## config.mk

```make
export PLATFORM = sky130hd
export DESIGN_NAME = tcw_queue
export DESIGN_NICKNAME = d
export VERILOG_FILES = /design/src/tcw_pkg.sv /design/src/tcw_queue.sv
export SDC_FILE = /design/constraint.sdc
export NUM_CORES = 1
export LEC_CHECK = 0
export BUFFER_PORTS_ARGS = -buffer_cell sky130_fd_sc_hd__buf_2
export CAP_MARGIN = 25
export CORE_MARGIN = 1
export CORE_UTILIZATION = 53
export CTS_BUF_LIST = sky130_fd_sc_hd__clkbuf_8
export DETAILED_ROUTE_END_ITERATION = 8
export PLACE_DENSITY = 0.77
export SLEW_MARGIN = 30
export SYNTH_ARGS = -nofsm -noshare
export SYNTH_HDL_FRONTEND = slang
export SYNTH_SLANG_ARGS = --single-unit
```

## constraint.sdc

```tcl
create_clock -name clk -period 2.1 [get_ports clk]
set_input_delay 0 -clock clk [delete_from_list [all_inputs] [get_ports clk]]
set_output_delay 0 -clock clk [all_outputs]
set_load 0.05 [all_outputs]
```

## src/tcw_pkg.sv

```systemverilog
// ----------------------------------------------------------------------------
// tcw_pkg: shared types and constants of the text console writer
// Screen geometry, request and operation codes, queue entry layout and the
// status groups passed between front, queue and back.
// ----------------------------------------------------------------------------
package tcw_pkg;

	// Screen geometry
	localparam int SCREEN_WIDTH  = 80;
	localparam int SCREEN_HEIGHT = 25;
	localparam int CELL_COUNT    = SCREEN_WIDTH * SCREEN_HEIGHT;

	localparam int COL_W  = $clog2(SCREEN_WIDTH);
	localparam int ROW_W  = $clog2(SCREEN_HEIGHT);
	localparam int ADDR_W = $clog2(CELL_COUNT);
	localparam int BIT_W  = $clog2(COL_W);
	localparam int TSUM_W = COL_W + 5;

	typedef logic [COL_W-1:0]  col_t;
	typedef logic [COL_W:0]    end_t;   // column count, can hold SCREEN_WIDTH
	typedef logic [ROW_W-1:0]  row_t;
	typedef logic [ADDR_W-1:0] addr_t;
	typedef logic [BIT_W-1:0]  bit_t;
	typedef logic [TSUM_W-1:0] tsum_t;
	typedef logic [15:0]       cell_t;  // {attr, char}

	localparam end_t  COL_END     = end_t'(SCREEN_WIDTH);
	localparam col_t  COL_LAST    = col_t'(SCREEN_WIDTH - 1);
	localparam row_t  ROW_LAST    = row_t'(SCREEN_HEIGHT - 1);
	localparam addr_t ADDR_LAST   = addr_t'(CELL_COUNT - 1);
	localparam addr_t ADDR_ROW1   = addr_t'(SCREEN_WIDTH);
	localparam addr_t ADDR_BOTTOM = addr_t'((SCREEN_HEIGHT - 1) * SCREEN_WIDTH);
	localparam bit_t  BIT_TOP     = bit_t'(COL_W - 1);

	localparam logic [7:0] SPACE_CHAR = 8'h20;
	localparam cell_t      BLANK_CELL = 16'h0F20;

	// Request codes
	localparam logic [1:0] REQ_PUT    = 2'd0;
	localparam logic [1:0] REQ_SETCUR = 2'd1;
	localparam logic [1:0] REQ_READ   = 2'd2;
	localparam logic [1:0] REQ_CLEAR  = 2'd3;

	// Control characters
	localparam logic [7:0] CH_BS  = 8'h08;
	localparam logic [7:0] CH_TAB = 8'h09;
	localparam logic [7:0] CH_LF  = 8'h0A;
	localparam logic [7:0] CH_CR  = 8'h0D;

	// Configuration registers
	localparam logic [0:0] REG_PAD_ATTR = 1'd0;
	localparam logic [0:0] REG_TAB_STEP = 1'd1;
	localparam logic [7:0] PAD_ATTR_RST = 8'd15;
	localparam logic [4:0] TAB_STEP_RST = 5'd8;

	// Queue between front and back (power of two)
	localparam int QUEUE_DEPTH = 4;
	localparam int QPTR_W      = $clog2(QUEUE_DEPTH);

	typedef enum logic [2:0] {
		OP_PRINT,
		OP_CR,
		OP_LF,
		OP_TAB,
		OP_BS,
		OP_SETCUR,
		OP_READ,
		OP_CLEAR
	} op_t;

	typedef struct packed {
		op_t        op;
		logic [7:0] ch;
		logic [7:0] attr;
		col_t       col;     // clamped set-cursor column
		row_t       row;     // clamped set-cursor row
		addr_t      idx;     // read address
		logic       idx_ok;  // read address on screen
	} entry_t;

	typedef struct packed {
		logic full;
		logic empty;
	} queue_status_t;

	typedef struct packed {
		logic init_busy;
	} back_status_t;

endpackage

```

## src/tcw_queue.sv

```systemverilog
// ----------------------------------------------------------------------------
// tcw_queue: short request queue
// Small first-in first-out buffer of decoded requests between front and back.
// ----------------------------------------------------------------------------
module tcw_queue (
	input  logic                   clk,
	input  logic                   arst_n,
	input  logic                   push,
	input  tcw_pkg::entry_t        push_entry,
	input  logic                   pop,
	output tcw_pkg::entry_t        head,
	output tcw_pkg::queue_status_t stat
);

	tcw_pkg::entry_t                slots_q [tcw_pkg::QUEUE_DEPTH];
	logic [tcw_pkg::QPTR_W-1:0]     wr_ptr_q;
	logic [tcw_pkg::QPTR_W-1:0]     rd_ptr_q;
	logic [tcw_pkg::QPTR_W:0]       count_q;
	logic                           do_push;
	logic                           do_pop;

	assign stat.full  = count_q == (tcw_pkg::QPTR_W + 1)'(tcw_pkg::QUEUE_DEPTH);
	assign stat.empty = count_q == '0;
	assign do_push    = push && !stat.full;
	assign do_pop     = pop && !stat.empty;
	assign head       = slots_q[rd_ptr_q];

	always_ff @(posedge clk) begin
		if (do_push)
			slots_q[wr_ptr_q] <= push_entry;
	end

	always_ff @(posedge clk or negedge arst_n) begin
		if (!arst_n) begin
			wr_ptr_q <= '0;
			rd_ptr_q <= '0;
			count_q  <= '0;
		end else begin
			if (do_push)
				wr_ptr_q <= wr_ptr_q + 1'b1;
			if (do_pop)
				rd_ptr_q <= rd_ptr_q + 1'b1;
			unique case ({do_push, do_pop})
				2'b10:   count_q <= count_q + 1'b1;
				2'b01:   count_q <= count_q - 1'b1;
				default: count_q <= count_q;
			endcase
		end
	end

endmodule

```

==> flow_summary.rst <==
.. list-table::
   :header-rows: 1

   * - Metric
     - Value
   * - Data arrival time of the worst path
     - 1.98 ns
   * - Gate power share
     - 41.9%
   * - Detailed placement HPWL
     - 6720 um
   * - Final worst path period share
     - 94.3%
   * - Crit path kind
     - flop to primary output
   * - Latest clock arrival within the worst-skew pair
     - 0.45 ns
   * - Outcome
     - finished, final reports clean
   * - CTS max path bufs
     - 2
   * - Launch point of the worst hold path
     - push_entry[37]
   * - RSZ-0062 raised after global routing
     - no
   * - Synth cell types
     - 21
   * - Endpoint kind of the worst setup timing path
     - primary output
   * - Count of state elements after synthesis
     - 179
   * - Reg power frac
     - 40.0%
   * - I/O Buffers
     - 91
   * - Antenna violation net count after detailed routing
     - 0
   * - Type of element launching the critical path
     - flop
   * - Total routing resource utilization after global routing
     - 19.2%
   * - Largest stage delay on the critical path
     - 0.55 ns
   * - Max IR drop VDD
     - 0.998 mV
   * - Register area share after synthesis
     - 79.8%
   * - Clock group share of total power
     - 18.1%
   * - Number of H-tree levels
     - 4
   * - Most frequent cell after synthesis
     - edfxtp_1
   * - Leakage
     - 2.95 nW
   * - Final count of pins violating max slew
     - 0
   * - Worst Skew
     - 0.0103 ns
   * - Worst hold path endpoint
     - slots_q[3][37]
   * - Worst setup path startpoint
     - rd_ptr_q[0]
   * - Max Fclk
     - 0.505 GHz
   * - Number of buffers inserted during clock tree synthesis
     - 17
   * - Mean routed wirelength per cell
     - 19.0 um
   * - Count of clock tree sinks
     - 179
   * - Layout cell share with drive strength beyond 1
     - 41.2%
   * - Number of flops mapped to enable cells by yosys
     - 172
   * - Final Util
     - 68.4%
   * - Maximum number of pins on one net before global-route repair
     - 26
   * - Setup slack of the most critical reg-to-reg path
     - 0.14 ns
   * - P_int
     - 7.61 mW
   * - Effective utilization at floorplan
     - 55.0%
   * - Wire length of the first global-routing pass
     - 17,800 um
   * - Switch Pwr
     - 4.85 mW
   * - Portion of synthesized cell area occupied by the leading cell type
     - 77.2%
   * - Synthesized instance count
     - 262
   * - Number of vias in the routed layout
     - 3,174
   * - Area growth syn-to-layout
     - 24.3%
   * - Number of ports placed on the die boundary
     - 92
   * - Clock root buffer
     - clkbuf_8
   * - Largest area contributor in the netlist
     - edfxtp_1
   * - Launch instance of the worst register-to-register path
     - count_q[0]
   * - Synth warnings
     - 0
   * - Power Dens Cells
     - 1500 mW/mm2
   * - Worst Path Max Fanout
     - 15
   * - Total placed instance area
     - 0.00742 mm2
   * - Final std cell area, no fill
     - 0.00831 mm2
   * - Classification of the worst-slack hold path
     - input pin to flop
   * - Clock-pin slew on the worst setup and hold paths
     - 0.09 ns
   * - Ranking of synthesized cells by instance count
     - edfxtp_1, mux4_2, dfrtp_1, inv_1
   * - Fill cell count
     - 769
   * - Slowest stage cell on the critical path
     - dfrtp_4
   * - Total grt overflow
     - 0
   * - Max_slew headroom
     - 74.6%
   * - Ordered cell list for the critical path
     - buf_12, mux4_2, buf_2
   * - Initial antenna violation count
     - 0
   * - Mean number of vias per cell
     - 5.23
   * - Final-report hold violation count
     - 0
   * - Mean instance size in the synthesized netlist
     - 25.5 um2
   * - Most instantiated flip-flop cell in the synthesis netlist
     - edfxtp_1
   * - Main area contributors after synthesis
     - edfxtp_1, mux4_2, dfrtp_1
   * - Vias in the first global route
     - 3,460
   * - Core area
     - 0.0122 mm2
   * - Min Tclk post-route
     - 1.98 ns
   * - Fraction of registers with async set or reset after synthesis
     - 3.91%
   * - Net switching fraction of the power
     - 38.9%
   * - Number of remaining DRC errors
     - 0
   * - Number of placement rows
     - 40
   * - Clock tree from TritonCTS
     - built
   * - Worst-case reg-to-reg path depth
     - 9
   * - Total of cells resized after clock tree synthesis
     - 0
   * - Detailed Routing Iterations Pass 1
     - 4
   * - Final routed wirelength across all metal layers
     - 11,500 um
   * - Worst hold stages
     - 2
   * - Count of max-cap constraint violations
     - 0
   * - Syn nets
     - 315
   * - Critical register-to-register path endpoint
     - count_q[2]
   * - GPL Wtd Cong
     - 0.690
   * - Width of the chip
     - 114 um
   * - Post-synthesis instance area
     - 0.00669 mm2
   * - DIE AREA
     - 0.0131 mm2
   * - Number of DRC markers after the initial detailed-route iteration
     - 199
   * - Slew at the pin with the worst max-slew slack
     - 0.380 ns
   * - Final setup violation count
     - 0
   * - Number of inserted diodes
     - 0
   * - Required @ worst endpoint
     - 2.10 ns
   * - Die span in y
     - 114 um
   * - Final-stage net count
     - 479
## timing repair
action / CTS / global route
hold buffers: 47 / 0
hold endpoints to repair: 182 / 0
setup endpoints to repair: 28 / 0
setup buffers: 5 / 0
## cells in the final DEF, fill, tap and decap left out, types with 2 or more instances in the layout
master / count
clkbuf_8: 17
edfxtp_1: 172
clkinv_2: 3
dlygate4sd3_1: 47
ha_1: 5
buf_12: 6
and2_2: 4
buf_2: 91
dfrtp_1: 5
inv_1: 10
xor2_1: 3
mux4_2: 38
buf_4: 11
bufinv_16: 3
mux4_1: 5
xnor2_1: 3
clkinv_1: 2
clkinvlp_4: 2
## worst max-delay path: cells and delay by family (launching register included)
family	cells	cell delay, ns
buffers and inverters	2	0.44
DFF	1	0.55
muxes	1	0.53
## state kept, by name (all words and copies together) (netlist names)
name,flops
rd_ptr_q,2
slots_q,172
wr_ptr_q,2
count_q,3
## per-stage QoR
stage / setup slack, ns / setup TNS (ns) / instances / hold WS [ns] / total power, mW
after global placement: 0.208 / 0 / 523 / -0.158 / 10.1
after global routing: 0.0108 / 0 / 607 / 0.284 / 13.0
after floorplan: -0.152 / -0.152 / 262 / -0.296 / 9.07
after CTS: 0.0639 / 0 / 607 / 0.262 / 12.6
after detailed placement: 0.157 / 0 / 523 / -0.151 / 10.2
final: 0.120 / 0 / 607 / 0.302 / 12.5
## per-layer routing
layer	vias to the layer above	global-route usage (%)	wire, um
met5	-	0	0
met4	0	7.71	203
met3	19	6.25	640
met2	99	31.2	5840
met1	1623	24.4	4830
li1	1433	-	-
## how the worst max path moves through the flow
stage,to,slack [ns],depth (start not counted)
after floorplan,count_q[2],-0.15,9
after global placement,count_q[2],0.21,9
after detailed placement,count_q[2],0.16,9
after CTS,head[29],0.06,3
after global routing,count_q[2],0.01,9
final,head[29],0.12,3
## power by group through the flow
stage	logic (mW)	registers (mW)	clock network, mW
finish	5.23	4.98	2.26
global route	5.51	5.04	2.44
CTS	5.30	4.99	2.31
detailed placement	5.06	5.13	0
global placement	5.04	5.06	0
floorplan	4.13	4.94	0
## logic make-up (layout without fill, tap and decap cells)
kind of cell	Yosys count	after routing	share of synthesized area, %
AO/OA/AOI/OAI	1	1	0.131
XOR/XNOR	6	6	0.786
adder cells (fa/ha/maj)	6	6	1.23
AND/OR/NAND/NOR	9	9	0.879
buffers and inverters	16	193	2.08
flip-flops	179	179	79.8
multiplexers	45	45	15.1
## cell type report
class	instances	area [um2]	share of cell area (%)
Clock buffer	17	234	2.81
Multi-Input combinational cell	67	1220	14.7
Clock inverter	15	151	1.82
Inverter	6	22.5	0.271
Timing Repair Buffer	155	1130	13.6
Tap cell	168	210	2.53
Sequential cell	179	5350	64.3
Power figures use the tool's default switching activity.
