$ cat src/tcw_pkg.sv
// ----------------------------------------------------------------------------
// tcw_pkg: shared types and constants of the text console writer
// Screen geometry, request and operation codes, queue entry layout and the
// status groups passed between front, queue and back.
// ----------------------------------------------------------------------------
package tcw_pkg;

	// Screen geometry
	localparam int SCREEN_WIDTH  = 80;
	localparam int SCREEN_HEIGHT = 25;
	localparam int CELL_COUNT    = SCREEN_WIDTH * SCREEN_HEIGHT;

	localparam int COL_W  = $clog2(SCREEN_WIDTH);
	localparam int ROW_W  = $clog2(SCREEN_HEIGHT);
	localparam int ADDR_W = $clog2(CELL_COUNT);
	localparam int BIT_W  = $clog2(COL_W);
	localparam int TSUM_W = COL_W + 5;

	typedef logic [COL_W-1:0]  col_t;
	typedef logic [COL_W:0]    end_t;   // column count, can hold SCREEN_WIDTH
	typedef logic [ROW_W-1:0]  row_t;
	typedef logic [ADDR_W-1:0] addr_t;
	typedef logic [BIT_W-1:0]  bit_t;
	typedef logic [TSUM_W-1:0] tsum_t;
	typedef logic [15:0]       cell_t;  // {attr, char}

	localparam end_t  COL_END     = end_t'(SCREEN_WIDTH);
	localparam col_t  COL_LAST    = col_t'(SCREEN_WIDTH - 1);
	localparam row_t  ROW_LAST    = row_t'(SCREEN_HEIGHT - 1);
	localparam addr_t ADDR_LAST   = addr_t'(CELL_COUNT - 1);
	localparam addr_t ADDR_ROW1   = addr_t'(SCREEN_WIDTH);
	localparam addr_t ADDR_BOTTOM = addr_t'((SCREEN_HEIGHT - 1) * SCREEN_WIDTH);
	localparam bit_t  BIT_TOP     = bit_t'(COL_W - 1);

	localparam logic [7:0] SPACE_CHAR = 8'h20;
	localparam cell_t      BLANK_CELL = 16'h0F20;

	// Request codes
	localparam logic [1:0] REQ_PUT    = 2'd0;
	localparam logic [1:0] REQ_SETCUR = 2'd1;
	localparam logic [1:0] REQ_READ   = 2'd2;
	localparam logic [1:0] REQ_CLEAR  = 2'd3;

	// Control characters
	localparam logic [7:0] CH_BS  = 8'h08;
	localparam logic [7:0] CH_TAB = 8'h09;
	localparam logic [7:0] CH_LF  = 8'h0A;
	localparam logic [7:0] CH_CR  = 8'h0D;

	// Configuration registers
	localparam logic [0:0] REG_PAD_ATTR = 1'd0;
	localparam logic [0:0] REG_TAB_STEP = 1'd1;
	localparam logic [7:0] PAD_ATTR_RST = 8'd15;
	localparam logic [4:0] TAB_STEP_RST = 5'd8;

	// Queue between front and back (power of two)
	localparam int QUEUE_DEPTH = 4;
	localparam int QPTR_W      = $clog2(QUEUE_DEPTH);

	typedef enum logic [2:0] {
		OP_PRINT,
		OP_CR,
		OP_LF,
		OP_TAB,
		OP_BS,
		OP_SETCUR,
		OP_READ,
		OP_CLEAR
	} op_t;

	typedef struct packed {
		op_t        op;
		logic [7:0] ch;
		logic [7:0] attr;
		col_t       col;     // clamped set-cursor column
		row_t       row;     // clamped set-cursor row
		addr_t      idx;     // read address
		logic       idx_ok;  // read address on screen
	} entry_t;

	typedef struct packed {
		logic full;
		logic empty;
	} queue_status_t;

	typedef struct packed {
		logic init_busy;
	} back_status_t;

endpackage

$ cat src/tcw_front.sv
// ----------------------------------------------------------------------------
// tcw_front: request intake and decode
// Accepts input transactions, classifies them into operations, clamps the
// cursor target and range-checks the read address, then hands them to the queue.
// ----------------------------------------------------------------------------
module tcw_front (
	input  logic                   clk,
	input  logic                   arst_n,
	input  logic                   in_valid,
	output logic                   in_stall,
	input  logic [1:0]             req_type,
	input  logic [7:0]             char_code,
	input  logic [3:0]             fg_color,
	input  logic [3:0]             bg_color,
	input  logic [6:0]             new_col,
	input  logic [4:0]             new_row,
	input  logic [10:0]            cell_index,
	input  tcw_pkg::back_status_t  back_stat,
	input  tcw_pkg::queue_status_t q_stat,
	output logic                   q_push,
	output tcw_pkg::entry_t        q_entry
);

	logic            valid_s1;
	tcw_pkg::entry_t entry_s1;
	tcw_pkg::entry_t dec;
	logic            accept;

	always_comb begin
		dec        = '0;
		dec.ch     = char_code;
		dec.attr   = {bg_color, fg_color};
		dec.col    = (int'(new_col) < tcw_pkg::SCREEN_WIDTH) ?
			tcw_pkg::col_t'(new_col) : tcw_pkg::COL_LAST;
		dec.row    = (int'(new_row) < tcw_pkg::SCREEN_HEIGHT) ?
			tcw_pkg::row_t'(new_row) : tcw_pkg::ROW_LAST;
		dec.idx    = tcw_pkg::addr_t'(cell_index);
		dec.idx_ok = int'(cell_index) < tcw_pkg::CELL_COUNT;
		unique case (req_type)
			tcw_pkg::REQ_PUT: begin
				unique case (char_code)
					tcw_pkg::CH_CR:  dec.op = tcw_pkg::OP_CR;
					tcw_pkg::CH_LF:  dec.op = tcw_pkg::OP_LF;
					tcw_pkg::CH_TAB: dec.op = tcw_pkg::OP_TAB;
					tcw_pkg::CH_BS:  dec.op = tcw_pkg::OP_BS;
					default:         dec.op = tcw_pkg::OP_PRINT;
				endcase
			end
			tcw_pkg::REQ_SETCUR: dec.op = tcw_pkg::OP_SETCUR;
			tcw_pkg::REQ_READ:   dec.op = tcw_pkg::OP_READ;
			tcw_pkg::REQ_CLEAR:  dec.op = tcw_pkg::OP_CLEAR;
		endcase
	end

	// hold off while the store is cleared after reset, or while the stage is stuck
	assign in_stall = back_stat.init_busy || (valid_s1 && q_stat.full);
	assign accept   = in_valid && !in_stall;
	assign q_push   = valid_s1 && !q_stat.full;
	assign q_entry  = entry_s1;

	always_ff @(posedge clk or negedge arst_n) begin
		if (!arst_n) begin
			valid_s1 <= 1'b0;
			entry_s1 <= '0;
		end else begin
			if (accept) begin
				valid_s1 <= 1'b1;
				entry_s1 <= dec;
			end else if (q_push) begin
				valid_s1 <= 1'b0;
			end
		end
	end

endmodule

$ cat config.mk
export PLATFORM = sky130hd
export DESIGN_NAME = tcw_front
export DESIGN_NICKNAME = d
export VERILOG_FILES = /design/src/tcw_pkg.sv /design/src/tcw_front.sv
export SDC_FILE = /design/constraint.sdc
export NUM_CORES = 1
export LEC_CHECK = 0
export BUFFER_PORTS_ARGS = -buffer_cell sky130_fd_sc_hd__clkbuf_2
export CAP_MARGIN = 10
export CELL_PAD_IN_SITES_DETAIL_PLACEMENT = 2
export CELL_PAD_IN_SITES_GLOBAL_PLACEMENT = 2
export CORE_MARGIN = 2
export CORE_UTILIZATION = 28
export CTS_CLUSTER_DIAMETER = 30
export CTS_CLUSTER_SIZE = 8
export DETAILED_ROUTE_END_ITERATION = 8
export GPL_TIMING_DRIVEN = 0
export PLACE_DENSITY = 0.77
export SLEW_MARGIN = 20
export SYNTH_ARGS = -nofsm -noshare
export SYNTH_HDL_FRONTEND = slang
export SYNTH_SLANG_ARGS = --single-unit
$ cat constraint.sdc
create_clock -name clk -period 1.7 [get_ports clk]
set_input_delay 0.085 -clock clk [delete_from_list [all_inputs] [get_ports clk]]
set_output_delay 0.085 -clock clk [all_outputs]
set_load 0.02 [all_outputs]
==> results.sh <==
export IMPL_crit_path_start_kind="register"
export IMPL_multi_input_area_sq_um=667
export IMPL_grt_overflow=0
export IMPL_worst_pin_slew_ps=620
export IMPL_p_per_area_nw_per_um2=1100
export IMPL_power_leakage_nw=1.23
export IMPL_final_cells=307
export IMPL_drtIter0Drc=14
export IMPL_min_period_ps=1540
export IMPL_required_ps=1870
export IMPL_cp_end_kind="register"
export IMPL_synth_avg_cell_area_sq_um=13.7
export IMPL_p_int_mw=1.83
export IMPL_hold_viol=0
export IMPL_ff_latch_area_sq_um=1100
export IMPL_grt_first_pass_wirelength_um=8170
export IMPL_start_util=0.289
export IMPL_syn_to_final_growth_pct=34.3
export IMPL_vias=1435
export IMPL_synth_ff_latch_count=44
export IMPL_clk_latency_ps=290
export IMPL_path_delay_family="flip-flops"
export IMPL_worst_path_buf_inv=2
export IMPL_grt_max_degree=45
export IMPL_die_x_um=85.0
export IMPL_antenna_cells=0
export IMPL_path_clk_slew_ps=80
export IMPL_grt_setup_unrepaired="false"
export IMPL_place_port_buffers=90
export IMPL_dpl_cell_area_sq_um=2390
export IMPL_post_drt_via_cell_ratio=4.67
export IMPL_synth_cells=134
export IMPL_cts_max_path_buffers=2
export IMPL_cts_setup_buffers=0
export IMPL_cp_data_arrival_time_ps=1710
export IMPL_critPathKind="reg2reg"
export IMPL_status="complete, no violations"
export IMPL_slew_headroom=0.583
export IMPL_syn_nets=181
export IMPL_num_rows=29
export IMPL_skew_ps=3.98
export IMPL_comb_power_share=0.295
export IMPL_syn_area_sq_um=1840
export IMPL_crit_slowest_cell="dfrtp_1"
export IMPL_placedCellCount=301
export IMPL_swShare=0.329
export IMPL_die_area_sq_um=7220
export IMPL_final_common_cell="clkbuf_2"
export IMPL_post_route_cell_area_sq_um=2470
export IMPL_cpPeakStageDelay_ps=420
export IMPL_crit_fanout=10
export IMPL_dp_hpwl_um=3840
export IMPL_nNetsFinal=279
export IMPL_core_sq_um=6350
export IMPL_grtUsageTotal=0.144
export IMPL_n_fill_cell=714
export IMPL_synthDistinctLibCells=24
export IMPL_switchingPower_mw=0.895
export IMPL_ir_drop_mv=0.429
export IMPL_grt_pass1_vias=1608
export IMPL_yosys_warnings=0
export IMPL_hp_class="in2reg"
export IMPL_max_freq_mhz=650
export IMPL_cts_root_buffer="clkbuf_8"
export IMPL_final_setup_viol_count=0
export IMPL_ant_nets=0
export IMPL_first_pass_iters=4
export IMPL_finalSetupTns_ps=0
export IMPL_drt_wl_total_um=5030
export IMPL_final_cell_mix="clkbuf_2, dfrtp_1, mux2_2"
export IMPL_cts_tree="done"
export IMPL_path_cells="a21oi_4 -> and2_4 -> buf_6 -> buf_8 -> mux2_4"
export IMPL_cts_sinks=44
export IMPL_p_seq_frac=0.487
export IMPL_cts_made_buffers=5
export IMPL_wire_per_inst_um=16.4
export IMPL_ys_seq_area_frac=0.599
export IMPL_max_cap_violations=0
export IMPL_drive_gt1_frac=0.587
export IMPL_finalCritPeriodShare=0.905
export IMPL_clkPwrFrac=0.218
export IMPL_final_max_slew_violation_count=0
export IMPL_antenna_found_initial=0
export IMPL_fp_dieH_um=85.0
export IMPL_ioPinCount=92
export IMPL_htree_levels=2
export IMPL_gp_congestion=0.652
export IMPL_remaining_drc_errors=0
[power groups by stage]
stage / clock [mW] / sequential, mW / combinational (mW)
floorplan: 0 / 1.56 / 0.252
global placement: 0 / 1.33 / 0.796
detailed placement: 0 / 1.35 / 0.814
CTS: 0.628 / 1.33 / 0.819
global route: 0.669 / 1.35 / 0.867
finish: 0.593 / 1.33 / 0.802
[what timing repair did]
item                                   4_1_cts  5_1_grt
resized for setup                            1        0
setup endpoints to repair                    1        0
endpoints found under the hold margin       44        0
hold buffers                                 1        0
[cells by family (layout without fill, tap and decap cells)]
family,after synthesis,after routing,share of synthesized area
DFF,44,44,0.599
buffers and inverters,11,107,0.0375
muxes,32,32,0.215
and+or+nand+nor,22,22,0.0661
AOI/OAI and AO/OA,24,24,0.0777
xor gates and xnor gates,1,1,0.00477
[cells in the mapped netlist]
library cell | instances | share of area
a21oi_1 | 15 | 0.041
a21oi_4 | 1 | 0.0089
a311oi_1 | 1 | 0.0048
a31oi_1 | 1 | 0.0034
a41oi_1 | 1 | 0.0048
and2_4 | 1 | 0.0048
and2b_1 | 1 | 0.0041
buf_2 | 1 | 0.0027
buf_6 | 2 | 0.012
buf_8 | 1 | 0.0082
clkbuf_1 | 2 | 0.0041
dfrtp_1 | 44 | 0.60
inv_1 | 5 | 0.010
mux2_2 | 23 | 0.14
mux2_4 | 9 | 0.074
nand2_1 | 3 | 0.0061
nand2_4 | 1 | 0.0061
nand4_1 | 5 | 0.017
nor2_1 | 7 | 0.014
nor2b_1 | 3 | 0.010
nor4_1 | 1 | 0.0034
o21a_1 | 1 | 0.0041
o21ai_0 | 4 | 0.011
xor2_1 | 1 | 0.0048
[through the flow]
| step | util | setup WS (ps) | hold WS, ps | power [mW] |
|---|---|---|---|---|
| 6_report | 0.388 | 161 | 24.9 | 2.72 |
| 5_1_grt | 0.388 | 45.9 | 18.5 | 2.89 |
| 4_1_cts | 0.388 | 142 | 12.0 | 2.78 |
| 3_5_place_dp | 0.376 | 156 | 176 | 2.16 |
| 3_3_place_gp | 0.375 | 190 | 318 | 2.13 |
| 2_1_floorplan | - | 280 | -211 | 1.81 |
[flip-flops by register name, indices dropped and copies added (netlist names)]
register / count
q_entry: 43
valid_s1: 1
[per-layer routing]
layer  GRT usage  wire length [um]  vias up  share of wire
met5           0                 0        -              0
li1            -                 -      662              -
met3      0.0506               454        6          0.090
met4      0.0346                39        0         0.0078
met1       0.181              2170      698           0.43
met2       0.237              2360       69           0.47
[final cells by class]
| type | count | share of cell area |
|---|---|---|
| inverter | 5 | 0.00761 |
| tap | 77 | 0.0391 |
| clock buffer | 5 | 0.0279 |
| multi-input combinational | 79 | 0.270 |
| sequential | 44 | 0.446 |
| timing repair buffer | 91 | 0.188 |
| buffer | 6 | 0.0208 |
[final timing paths]
| check | start | end | slack [ps] | depth (start not counted) |
|---|---|---|---|---|
| worst max-delay path | valid_s1 | q_entry[25] | 160 | 5 |
| worst min-delay path | cell_index[1] | q_entry[2] | 20 | 2 |
| worst max register to register | valid_s1 | q_entry[25] | 160 | 5 |
| worst min register to register | q_entry[32] | q_entry[32] | 510 | 1 |
| max in group asynchronous | arst_n | q_entry[10] | 910 | 2 |
| min in group asynchronous | arst_n | q_entry[31] | 380 | 2 |
Note: power is estimated with default switching activity, not from simulation.
